**src/cgef_pkg.sv**
```systemverilog
// ============================================================================
// cgef_pkg: shared types and constants for the cross-gradient edge filter
// Transaction payloads, register indexes, operation codes and defaults.
// ============================================================================
package cgef_pkg;

    // Default sizing of the line stores and the frame height range
    localparam int MAX_WIDTH_DEF  = 1024;
    localparam int MAX_HEIGHT_DEF = 4096;

    // Saturation limit of one edge sample
    localparam logic [8:0] SAT_MAX = 9'd255;

    // Configuration register widths and port shape
    localparam int CFG_WIDTH_W  = 11;
    localparam int CFG_HEIGHT_W = 13;
    localparam int CFG_DATA_W   = 13;
    localparam int CFG_INDEX_W  = 2;

    // Configuration register indexes
    localparam logic [CFG_INDEX_W-1:0] CFG_FRAME_WIDTH  = 2'd0;
    localparam logic [CFG_INDEX_W-1:0] CFG_FRAME_HEIGHT = 2'd1;
    localparam logic [CFG_INDEX_W-1:0] CFG_ALPHA_ENABLE = 2'd2;

    // Register values after reset
    localparam logic [CFG_WIDTH_W-1:0]  FRAME_WIDTH_RST  = 11'd640;
    localparam logic [CFG_HEIGHT_W-1:0] FRAME_HEIGHT_RST = 13'd480;
    localparam logic                    ALPHA_ENABLE_RST = 1'b0;

    // Operation codes of an input transaction
    localparam logic OP_PIXEL = 1'b0;
    localparam logic OP_DRAIN = 1'b1;

    // Input transaction
    typedef struct packed {
        logic       operation;
        logic [7:0] red_in;
        logic [7:0] green_in;
        logic [7:0] blue_in;
        logic [7:0] alpha_in;
    } t_in;

    // Output transaction
    typedef struct packed {
        logic [7:0] edge_red;
        logic [7:0] edge_green;
        logic [7:0] edge_blue;
        logic [7:0] alpha_out;
        logic       frame_end;
    } t_out;

    // Per-item control carried from the accept stage to the compute stage
    typedef struct packed {
        logic emit;       // item produces a result
        logic last;       // last pixel of the frame
        logic left_mid;   // left neighbor clamps to center
        logic right_mid;  // right neighbor clamps to center
        logic top_mid;    // top neighbor clamps to center
        logic bot_cur;    // bottom neighbor is the incoming pixel
    } t_ctl;

    // Lane results handed to the merge stage
    typedef struct packed {
        logic [7:0] edge_red;
        logic [7:0] edge_green;
        logic [7:0] edge_blue;
        logic [7:0] alpha;
        logic       last;
    } t_lane_res;

endpackage

```
**src/cgef_merge.sv**
```systemverilog
// ============================================================================
// cgef_merge: joins the lane results into one output transaction
// Applies the alpha enable and holds the result until it is taken.
// ============================================================================
module cgef_merge (
    input  logic                i_clk,
    input  logic                i_rst_n,
    input  logic                i_load,
    input  cgef_pkg::t_lane_res i_res,
    input  logic                i_alpha_en,
    input  logic                i_stall,
    output logic                o_ready,
    output logic                o_valid,
    output cgef_pkg::t_out      o_data
);

    logic           r_valid;
    cgef_pkg::t_out r_data;

    assign o_ready = !r_valid || !i_stall;

    // output valid
    always_ff @(posedge i_clk) begin
        if (!i_rst_n) begin
            r_valid <= 1'b0;
        end else if (o_ready) begin
            r_valid <= i_load;
        end
    end

    // output payload
    always_ff @(posedge i_clk) begin
        if (o_ready && i_load) begin
            r_data.edge_red   <= i_res.edge_red;
            r_data.edge_green <= i_res.edge_green;
            r_data.edge_blue  <= i_res.edge_blue;
            r_data.alpha_out  <= i_alpha_en ? i_res.alpha : 8'd0;
            r_data.frame_end  <= i_res.last;
        end
    end

    assign o_valid = r_valid;
    assign o_data  = r_data;

endmodule

```
**config.mk**
```make
export PLATFORM = sky130hd
export DESIGN_NAME = cgef_merge
export DESIGN_NICKNAME = d
export VERILOG_FILES = /design/src/cgef_pkg.sv /design/src/cgef_merge.sv
export SDC_FILE = /design/constraint.sdc
export NUM_CORES = 1
export LEC_CHECK = 0
export ABC_CLOCK_PERIOD_IN_PS = 1700
export BUFFER_PORTS_ARGS = -buffer_cell sky130_fd_sc_hd__buf_2
export CORE_MARGIN = 2
export CORE_UTILIZATION = 36
export CTS_CLUSTER_SIZE = 8
export DETAILED_ROUTE_END_ITERATION = 6
export HOLD_SLACK_MARGIN = 0.15
export PLACE_DENSITY = 0.74
export REMOVE_ABC_BUFFERS = 1
export SLEW_MARGIN = 20
export SYNTH_ARGS = -nofsm -noshare
export SYNTH_HDL_FRONTEND = slang
export SYNTH_SLANG_ARGS = --single-unit
```
**constraint.sdc**
```tcl
create_clock -name i_clk -period 1.7 [get_ports i_clk]
set_clock_uncertainty 0.05 [all_clocks]
set_input_delay 0.085 -clock i_clk [delete_from_list [all_inputs] [get_ports i_clk]]
set_output_delay 0.085 -clock i_clk [all_outputs]
set_load 0.02 [all_outputs]
```
Word level (Yosys, flattened, before mapping)
Index checks and enable logic that the tools add are counted.
- bits in registers: 34
- bits of input ports: 38
- output and inout port bits: 35
- reduce and logical (&&, ||, !) cells: 4
- operator list (kind ; number):
    logical NOT 1 bit ; 2
    logical AND 1 bit ; 1
    logical OR 1 bit ; 1

Depth between registers and ports, before layout
- depth in word-level cells: 3
- gate-level depth with buffers: 2

Worst setup path after synthesis
OpenSTA, ideal clock, no wires.
- path type: reg2reg
- start point: register r_valid (netlist: o_valid)
- end point: register r_data, in the netlist o_data[0], enable pin
- cell stages (with the launch flop): 3
- path slack: -0.180 ns
- path buffers: 0
- clock period less this slack: 1.880 ns
- arrival: 1.437 ns
- required time: 1.257 ns
- path through: dfxtp_1 nand2_1 and2_1
- word-level cells in the longest chain between the ends: 3
- RTL lines (element ; RTL line ; text):
    start: declaration ; cgef_merge.sv:17 ; logic r_valid;
    start signal: assignment ; cgef_merge.sv:27 ; r_valid <= i_load;
    logical NOT 1 bit ; cgef_merge.sv:20 ; assign o_ready = !r_valid || !i_stall;
    logical OR 1 bit ; cgef_merge.sv:20 ;
    named net o_ready ; cgef_merge.sv:12 ; output logic o_ready,
    logical AND 1 bit ; cgef_merge.sv:33 ; if (o_ready && i_load) begin
    end: declaration ; cgef_merge.sv:18 ; cgef_pkg::t_out r_data;
The timed path passes the listed nets, and every way through them passes these cells.
A chain may end at the register's enable or synchronous reset.

Worst setup path in the final report
- start point: input i_res[6] (netlist bit)
- end point: register r_data, in the netlist o_data[6] (data pin)
- RTL lines (element ; RTL line ; text):
    start: declaration ; cgef_merge.sv:9 ; input cgef_pkg::t_lane_res i_res,
No word-level cell between the ends.

==> metrics.md <==
| Metric | Value |
|---|---|
| Register bit count reported by yosys | `34` |
| Register area share after synthesis | `0.934` |
| Number of cells upsized or downsized after cts | `0` |
| Worst Setup Path Type | `in -> reg` |
| All-Layer GR Usage | `0.173` |
| # port buffers | `72` |
| Root Buffer | `clkbuf_4` |
| Routed Antenna Nets | `0` |
| Mean Syn Cell Area | `23.5 µm²` |
| CTS tree | `done` |
| Grt total ovfl | `0` |
| Total chip power | `1650 µW` |
| Fin Setup TNS | `0 ns` |
| Outcome | `finished with violations` |
| Top-area cell type share of the netlist area | `0.916` |
| WL final | `2730 µm` |
| Vias/cell | `4.45` |
| FF/Latch Area | `0.00101 mm²` |
| Post-Layout Inst Area | `0.00198 mm²` |
| Starting Density | `0.386` |
| Measured slew at the worst slew-check pin | `0.168 ns` |
| Most used routing layer | `met2` |
| Hold WC Path Type | `in -> reg` |
| XOR/XNOR Fraction of Synth Area | `0` |
| Max rail drop VDD | `0.376 mV` |
| Critical Path Most Common Cell | `dlygate4sd3_1` |
| Setup ws final | `0.304 ns` |
| Core Box Area | `0.00281 mm²` |
| Global-route wire length before repair | `4060 µm` |
| GR Util met3 | `0.0791` |
| Period utilization | `0.821` |
| Fmax | `716 MHz` |
| Ratio of cells with drive above 1 in the final layout | `0.473` |
| Vias in the first global route | `881` |
| Die H | `58.8 µm` |
| Main combinational cell family by area after synthesis | `simple AND/OR/NAND/NOR gates` |
| Clk_lat worst skew | `0.31 ns` |
| Worst path cell trace | `dlygate4sd3_1 > buf_2 > and2_1 > dlygate4sd3_1` |
| Fin. Hold Viols | `0` |
| Post-synth top area cell | `edfxtp_1` |
| Pin count of the biggest net entering global routing | `34` |
| Final period demand of the worst path | `1.40 ns` |
| Post-Synthesis Cell Area | `0.00108 mm²` |
| DR DRC count | `8` |
| M2 GR Usage | `0.310` |
| Final setup viols | `0` |
| Worst Setup Start Kind | `input port` |
| CP required | `1.72 ns` |
| Max FO, Critical Path | `1` |
| Pre-antenna DRT Iters | `7` |
| Synth top area cells | `edfxtp_1 92%, and2_1 5.2%, dfxtp_1 1.8%` |
| R2r setup slk | `0.46 ns` |
| Worst-path clk slew | `0.10 ns` |
| YS warnings | `0` |
| Per-cell routed wire length | `13.6 µm` |
| DIE WIDTH | `58.8 µm` |
| Placer Congestion | `0.625` |
| Total number of vias | `890` |
| Worst slack, placed | `0.579 ns` |
| Power Density | `835 mW/mm²` |
| Leakage Power | `0.000876 µW` |
| FILL cells | `211` |
| Met1 Usage GRT | `0.163` |
| Ports | `73` |
| Cells after synthesis | `46` |
| Area delta synth->final | `82.9%` |
| Worst slew margin | `0.888` |
| CTS Buf Count | `5` |
| Mux contribution to synthesized area | `0` |
| Max_cap viols | `0` |
| Critical-path top delay cell | `dlygate4sd3_1` |
| Unique masters post-synth | `6` |
| Worst Setup End Kind | `flop` |
| Max Buffers Root-to-Sink | `2` |
| Compound-Gate Fraction of Synth Area | `0.00462` |
| Final #Nets | `207` |
| Max incr delay on CP | `0.54 ns` |
| Footprint of the multi-input gates | `71.3 µm²` |
| WHS | `0.350 ns` |
| Rows | `19` |
| Setup Buffers After CTS | `0` |
| Max Slew Vio Count | `0` |
| Initial DRC count | `21` |
| Post-Synth Simple-Gate Area | `0.0613` |
| Worst Path Arrival | `1.42 ns` |
| Synth Area in Adders | `0` |
| Antenna violations before repair | `0` |
| RSZ-0062 raised after global routing | `false` |
| DP Area | `0.00150 mm²` |
| Failing checks | `design-rule violations` |
| Ant diodes | `0` |
| H-tree levels | `2` |
| Die ar. | `0.00346 mm²` |
| TritonCTS sink count | `34` |
-- layer usage --
layer / vias to the layer above / routed length (µm)
met5: - / 0
met2: 60 / 1440
met4: 0 / 21
met1: 406 / 955
li1: 422 / -
met3: 2 / 307
-- flip-flops by register name, indices dropped and copies added, names as in the netlist --
name and flops:
o_data 33, o_valid 1
-- power breakdown --
group          switching [µW]  internal, µW  total, µW
combinational             130           139        269
sequential               13.8           977        991
clock                     244           149        393
total                     388          1260       1650
-- placed cells by master, fill, tap and decap left out --
cell           instances
buf_2                 72
edfxtp_1              33
nand2_1                1
a21oi_1                1
clkbuf_4               5
clkinv_2               2
buf_12                 1
and2_1                 9
dfxtp_1                1
nor2b_1                1
dlygate4sd3_1         43
-- final timing paths --
check | endpoint | cells after the start | start
worst max register to register | o_valid | 3 | o_valid
worst min register to register | o_data[26] | 3 | o_valid
worst min-delay path | o_data[26] | 3 | i_load
worst max-delay path | o_data[6] | 4 | i_res[6]
-- cell families after synthesis --
kind of cell     count (synthesis)
AO/OA/AOI/OAI                    1
AND/OR/NAND/NOR                 11
flip-flops                      34
-- area by class of cell --
cell class | count | area share
clock buffer | 5 | 0.0190
clock inverter | 2 | 0.00506
multi-input combinational | 12 | 0.0360
sequential | 34 | 0.511
tap | 31 | 0.0196
timing repair buffer | 116 | 0.410
-- synth_stat cells (all sizes together) --
cell     n
a21oi    1
and2     9
dfxtp    1
edfxtp  33
nand2    1
nor2b    1
-- worst max-delay path: cells and delay by family --
family,cells,cell delay (ns)
buf+inv,3,1.19
simple gates,1,0.14
-- metrics by stage --
step | util | cells
2_1_floorplan | - | 46
3_3_place_gp | 0.535 | 150
3_5_place_dp | 0.535 | 150
4_1_cts | 0.706 | 200
5_1_grt | 0.706 | 200
6_report | 0.706 | 200
-- what timing repair did --
| item | 4_1_cts | 5_1_grt |
|---|---|---|
| setup endpoints to repair | 0 | 0 |
| hold buffers | 43 | 0 |
| hold endpoints to repair | 34 | 0 |
(Power assumes the default switching activity.)
