$ cat src/cgef_pkg.sv
// ============================================================================
// cgef_pkg: shared types and constants for the cross-gradient edge filter
// Transaction payloads, register indexes, operation codes and defaults.
// ============================================================================
package cgef_pkg;

    // Default sizing of the line stores and the frame height range
    localparam int MAX_WIDTH_DEF  = 1024;
    localparam int MAX_HEIGHT_DEF = 4096;

    // Saturation limit of one edge sample
    localparam logic [8:0] SAT_MAX = 9'd255;

    // Configuration register widths and port shape
    localparam int CFG_WIDTH_W  = 11;
    localparam int CFG_HEIGHT_W = 13;
    localparam int CFG_DATA_W   = 13;
    localparam int CFG_INDEX_W  = 2;

    // Configuration register indexes
    localparam logic [CFG_INDEX_W-1:0] CFG_FRAME_WIDTH  = 2'd0;
    localparam logic [CFG_INDEX_W-1:0] CFG_FRAME_HEIGHT = 2'd1;
    localparam logic [CFG_INDEX_W-1:0] CFG_ALPHA_ENABLE = 2'd2;

    // Register values after reset
    localparam logic [CFG_WIDTH_W-1:0]  FRAME_WIDTH_RST  = 11'd640;
    localparam logic [CFG_HEIGHT_W-1:0] FRAME_HEIGHT_RST = 13'd480;
    localparam logic                    ALPHA_ENABLE_RST = 1'b0;

    // Operation codes of an input transaction
    localparam logic OP_PIXEL = 1'b0;
    localparam logic OP_DRAIN = 1'b1;

    // Input transaction
    typedef struct packed {
        logic       operation;
        logic [7:0] red_in;
        logic [7:0] green_in;
        logic [7:0] blue_in;
        logic [7:0] alpha_in;
    } t_in;

    // Output transaction
    typedef struct packed {
        logic [7:0] edge_red;
        logic [7:0] edge_green;
        logic [7:0] edge_blue;
        logic [7:0] alpha_out;
        logic       frame_end;
    } t_out;

    // Per-item control carried from the accept stage to the compute stage
    typedef struct packed {
        logic emit;       // item produces a result
        logic last;       // last pixel of the frame
        logic left_mid;   // left neighbor clamps to center
        logic right_mid;  // right neighbor clamps to center
        logic top_mid;    // top neighbor clamps to center
        logic bot_cur;    // bottom neighbor is the incoming pixel
    } t_ctl;

    // Lane results handed to the merge stage
    typedef struct packed {
        logic [7:0] edge_red;
        logic [7:0] edge_green;
        logic [7:0] edge_blue;
        logic [7:0] alpha;
        logic       last;
    } t_lane_res;

endpackage

$ cat src/cgef_lane.sv
// ============================================================================
// cgef_lane: edge strength of one color channel
// Max of horizontal and vertical absolute-difference sums, saturated.
// ============================================================================
module cgef_lane (
    input  logic [7:0] i_center,
    input  logic [7:0] i_left,
    input  logic [7:0] i_right,
    input  logic [7:0] i_top,
    input  logic [7:0] i_bottom,
    output logic [7:0] o_edge
);

    logic [7:0] d_left, d_right, d_top, d_bottom;
    logic [8:0] sum_h, sum_v, sum_max;

    // absolute differences to the four cross neighbors
    assign d_left   = (i_center > i_left)   ? i_center - i_left   : i_left   - i_center;
    assign d_right  = (i_center > i_right)  ? i_center - i_right  : i_right  - i_center;
    assign d_top    = (i_center > i_top)    ? i_center - i_top    : i_top    - i_center;
    assign d_bottom = (i_center > i_bottom) ? i_center - i_bottom : i_bottom - i_center;

    assign sum_h = {1'b0, d_left} + {1'b0, d_right};
    assign sum_v = {1'b0, d_top}  + {1'b0, d_bottom};

    // larger sum, clipped to one byte
    assign sum_max = (sum_h > sum_v) ? sum_h : sum_v;
    assign o_edge  = (sum_max > cgef_pkg::SAT_MAX) ? cgef_pkg::SAT_MAX[7:0] : sum_max[7:0];

endmodule

$ cat config.mk
export PLATFORM = sky130hd
export DESIGN_NAME = cgef_lane
export DESIGN_NICKNAME = d
export VERILOG_FILES = /design/src/cgef_pkg.sv /design/src/cgef_lane.sv
export SDC_FILE = /design/constraint.sdc
export NUM_CORES = 1
export LEC_CHECK = 0
export BUFFER_PORTS_ARGS = -buffer_cell sky130_fd_sc_hd__buf_2
export CORE_UTILIZATION = 50
export DETAILED_ROUTE_END_ITERATION = 16
export GPL_TIMING_DRIVEN = 1
export PLACE_DENSITY = 0.81
export SYNTH_ARGS = -nofsm -noshare
export SYNTH_HDL_FRONTEND = slang
export SYNTH_SLANG_ARGS = --single-unit
$ cat constraint.sdc
create_clock -name vclk -period 7.9
set_clock_uncertainty 0.2 [all_clocks]
set_input_delay 1.185 -clock vclk [all_inputs]
set_output_delay 1.185 -clock vclk [all_outputs]
set_load 0.05 [all_outputs]
# Word level (Yosys, flattened, before mapping)
# Index checks and enable logic that the tools add are counted.
[totals] input_bits=40 output_inout_bits=8 ff_bits=0 elab_cells=22
[op_classes] magnitude_cmp=6 addsub=10 n_mux=6
[ops] cell="$sub 8x8->8" count=8
[ops] cell="$mux 8" count=5
[ops] cell="$gt 8x8->1" count=4
[ops] cell="$add 8x8->9" count=2
[ops] cell="$gt 9x8->1 const B" count=1
[ops] cell="$gt 9x9->1" count=1
[ops] cell="$mux 9" count=1

# Longest topological paths before layout
[depth] ltp_word=7 depth_mapped=25 mapped_depth_nobuf=25

# Worst setup path before layout
# OpenSTA, ideal clock, no wires.
[synth_path] path_kind="input -> output" from="input port i_center[0]" to="output port o_edge[5]" t_arrival_ns=6.681 required_ns=6.515 path_buffers=0 path_stages=22 slack_ns=-0.166 cell_sequence="inv_1 -> ha_1 -> inv_1 -> fa_1 -> a21o_1 -> a21o_1 -> a211o_1 -> nand2_1 -> mux2_2 -> ha_1 -> a21o_1 -> a21oi_1 -> o22ai_1 -> o41ai_1 -> xnor2_1 -> inv_1 -> ha_1 -> nand4_1 -> o21ai_1 -> nand2_1 -> and2_1 -> o21ai_0"
[synth_between] elab_chain_cells=7 word_cells_on_any_way=22 classes_between="10 x add/sub; 6 x order compare; 6 x mux"
[synth_lines] item="start, declared" line="cgef_lane.sv:6" text="input logic [7:0] i_center,"
[synth_lines] item="$sub 8x8->8 (tied with other cells)" line="cgef_lane.sv:18" text="assign d_left = (i_center > i_left) ? i_center - i_left : i_left - i_center;"
[synth_lines] item="$mux 8 (on tied branches)"
[synth_lines] item="$add 8x8->9 (on tied branches)" line="cgef_lane.sv:23, cgef_lane.sv:24"
[synth_lines] item="$gt 9x9->1" line="cgef_lane.sv:27" text="assign sum_max = (sum_h > sum_v) ? sum_h : sum_v;"
[synth_lines] item="$mux 9 (*)" line="cgef_lane.sv:27"
[synth_lines] item="$gt 9x8->1" line="cgef_lane.sv:28" text="assign o_edge = (sum_max > cgef_pkg::SAT_MAX) ? cgef_pkg::SAT_MAX[7:0] : sum_max[7:0];"
[synth_lines] item="$mux 8 (*)" line="cgef_lane.sv:28"
[synth_lines] item="end, declared" line="cgef_lane.sv:11" text="output logic [7:0] o_edge"
# Every way passes the cells marked *; elsewhere a longest branch is shown, timed or not.

# Final worst setup path
[layout_path] from="input port i_center[0]" to="output port o_edge[7]"
# Same word-level chain as after synthesis.

==> flow_summary.ini <==
[status]
status = completed

[drt]
route.vias.total = 3591
wire_per_inst_um = 15.59
drc = 0
totalWireLength_um = 9634
viasPerCell = 5.811
ant_nets = 0
dr.pass1.iters = 7
dr.first_iter.drc_count = 187

[timing]
period_share = 0.9716
finalMaxSlewViolations = 0
relSlewSlack = 0.7327
finalSetupViolations = 0
hold_viol_final = 0
layout_setup_ws_ns = 0.2247
clock.fmax_mhz = 130.3
fin_crit_ns = 7.675
tightest_slew_ns = 0.3909
finalSetupTns_ns = 0

[place]
io_buffers = 48
place_area_um2 = 3948
dp_hpwl_um = 8345
dp_slack_ns = 0.03908
finalWeightedCongestion = 0.9637

[global_routing]
antenna_found_initial = 0
grt_pass1_wl_um = 16080
grt_remaining_overflow = 0
grt_usage = 0.2631
grt_pass1_vias = 3519
grt_max_degree = 10

[setup_path]
critPathLaunch = i_center[0]
path_class = input port to output pin
cp-endpoint = o_edge[7]
startpoint_type = input port
crit_fanout = 8
cp-end-kind = output pin
cp.arrival_ns = 6.29
critPathRequiredTime_ns = 6.51

[final_layout]
n_sequential_cell = 0
multi_input_area_um2 = 3287
fill_cells = 663
fin_util = 0.5836
final_area_um2 = 4009
syn_to_final_growth_pct = 11.91
clock_buffers = 0
nNetsFinal = 659
insertedDiodeCount = 0
final_layout_size_suffix_gt1_frac = 0.1667
seq_area_um2 = 0

[floorplan]
die_x_um = 86.64
pin_count = 48
coreArea_um2 = 6869
rows = 30
dieArea_um2 = 7506
die_h_um = 86.64
initial_utilization = 0.5215

[cts]
cts_hold_buf = 0

[logic_synthesis]
syn_area_um2 = 3582
syn-mean-instance-area_um2 = 7.573
yosysSeqAreaShare = 0
yosysWarnings = 0
postSynthCellCount = 473
synthesis.nets = 608
synth_cell_types = 60

[worst_hold_path]
hold_class = input port to output pin
whs_path_depth = 7

[power]
p_leak_nw = 2.094
p_total_mw = 1.420
ir_worst_vdd_mv = 0.2413
power_density_nw_per_um2 = 354.3

[flow_run]
maxCapViolCount = 0
-- final cells by class --
class,count,share of cell area
multi-input combinational,387,0.8199
timing repair buffer,56,0.07615
inverter,79,0.07397
tap,96,0.02996
-- worst max-delay path: stages --
cell and delay, ns:
buf_2 0.14, inv_2 0.11, ha_1 0.16, inv_1 0.06
fa_1 0.39, a21o_1 0.17, a21oi_1 0.22, o21ai_1 0.13
o211ai_4 0.18, mux2_2 0.41, fa_1 0.43, a21o_1 0.17
a21oi_1 0.25, o21bai_1 0.13, a21oi_2 0.21, xnor2_1 0.19
ha_1 0.29, a21o_1 0.17, a21o_1 0.17, a21oi_1 0.20
o21ai_2 0.13, buf_4 0.18, nand2_2 0.12, mux2i_1 0.20
nand2_1 0.06, buf_2 0.22
-- cell usage after synthesis, drive strengths merged (2+ instances only) --
| master | n | area (um^2) |
|---|---|---|
| clkbuf | 2 | 7.510 |
| o22ai | 3 | 18.77 |
| and2 | 5 | 31.28 |
| o21bai | 7 | 52.55 |
| nand4 | 11 | 68.82 |
| nand2 | 32 | 120.1 |
| a31o | 2 | 17.52 |
| fa | 10 | 200.2 |
| o2111ai | 3 | 26.28 |
| xor2 | 8 | 70.07 |
| nand3 | 8 | 40.04 |
| o221ai | 2 | 17.52 |
| a31oi | 8 | 50.05 |
| buf | 5 | 47.54 |
| xnor2 | 25 | 219.0 |
| ha | 85 | 1064 |
| o41ai | 2 | 17.52 |
| a311oi | 2 | 23.77 |
| and4 | 4 | 35.03 |
| nand2b | 2 | 12.51 |
| mux2 | 10 | 116.4 |
| inv | 79 | 296.5 |
| o211ai | 8 | 65.06 |
| and3 | 3 | 25.03 |
| a211o | 4 | 37.54 |
| a2111oi | 2 | 17.52 |
| nor3 | 4 | 20.02 |
| a21boi | 5 | 37.54 |
| a21o | 19 | 143.9 |
| mux2i | 11 | 110.1 |
| o21ai | 25 | 125.1 |
| nor2 | 20 | 75.07 |
| a211oi | 9 | 67.56 |
| nor2b | 5 | 31.28 |
| a21oi | 29 | 145.1 |
-- power breakdown --
| group | switching (mW) | internal (mW) | total [mW] |
|---|---|---|---|
| logic | 0.934 | 0.486 | 1.42 |
| clock network | 0 | 0 | 0 |
| registers | 0 | 0 | 0 |
-- routing by layer --
layer  vias to the layer above  global-route usage  wire (um)
met4                         0             0.06061        293
li1                       1792                   -          -
met2                       124              0.4683       4481
met5                         -                   0          0
met3                        24            0.006667        340
met1                      1651              0.3526       4518
-- worst min-delay path by stage --
stage	start	end	slack, ns
after floorplan	i_left[0]	o_edge[0]	3.05
after global placement	i_left[0]	o_edge[0]	3.13
after detailed placement	i_left[0]	o_edge[0]	3.14
after CTS	i_left[0]	o_edge[0]	3.14
after global routing	i_left[0]	o_edge[0]	3.19
final	i_left[0]	o_edge[0]	3.14
-- cells by family after synthesis --
| family | synth area share |
|---|---|
| AOI/OAI and AO/OA | 0.2690 |
| xor gates and xnor gates | 0.08069 |
| adders and majority gates | 0.3528 |
| buffers and inverters | 0.09815 |
| muxes | 0.06322 |
| and+or+nand+nor | 0.1362 |
-- through the flow --
step / std cells / hold WS, ns
floorplan: 473 / 3.051
global placement: 618 / 3.130
detailed placement: 618 / 3.140
CTS: 618 / 3.142
global route: 618 / 3.192
finish: 618 / 3.144
-- placed cells by master, fill, tap and decap left out, types with 3 or more instances in the layout --
master and count:
xor2_1 8, a211oi_1 9, buf_4 8, a21boi_0 5, inv_1 78, o2111ai_1 3, o21bai_1 7, mux2i_1 10
nand2_1 31, mux2_2 9, xnor2_1 24, nand3_1 8, nand4_1 11, a21oi_1 27, nor3_1 4, nor2b_1 5
nor2_1 20, fa_1 10, o21ai_1 6, and4_1 4, o21ai_0 18, ha_1 85, a21o_1 18, buf_2 46
and2_1 4, a31oi_1 8, o211ai_1 7
-- timing repair --
item	CTS	global route
endpoints found under the setup margin	0	8
setup buffers	0	0
gates resized for setup	0	14
Note: power is estimated with default switching activity, not from simulation.
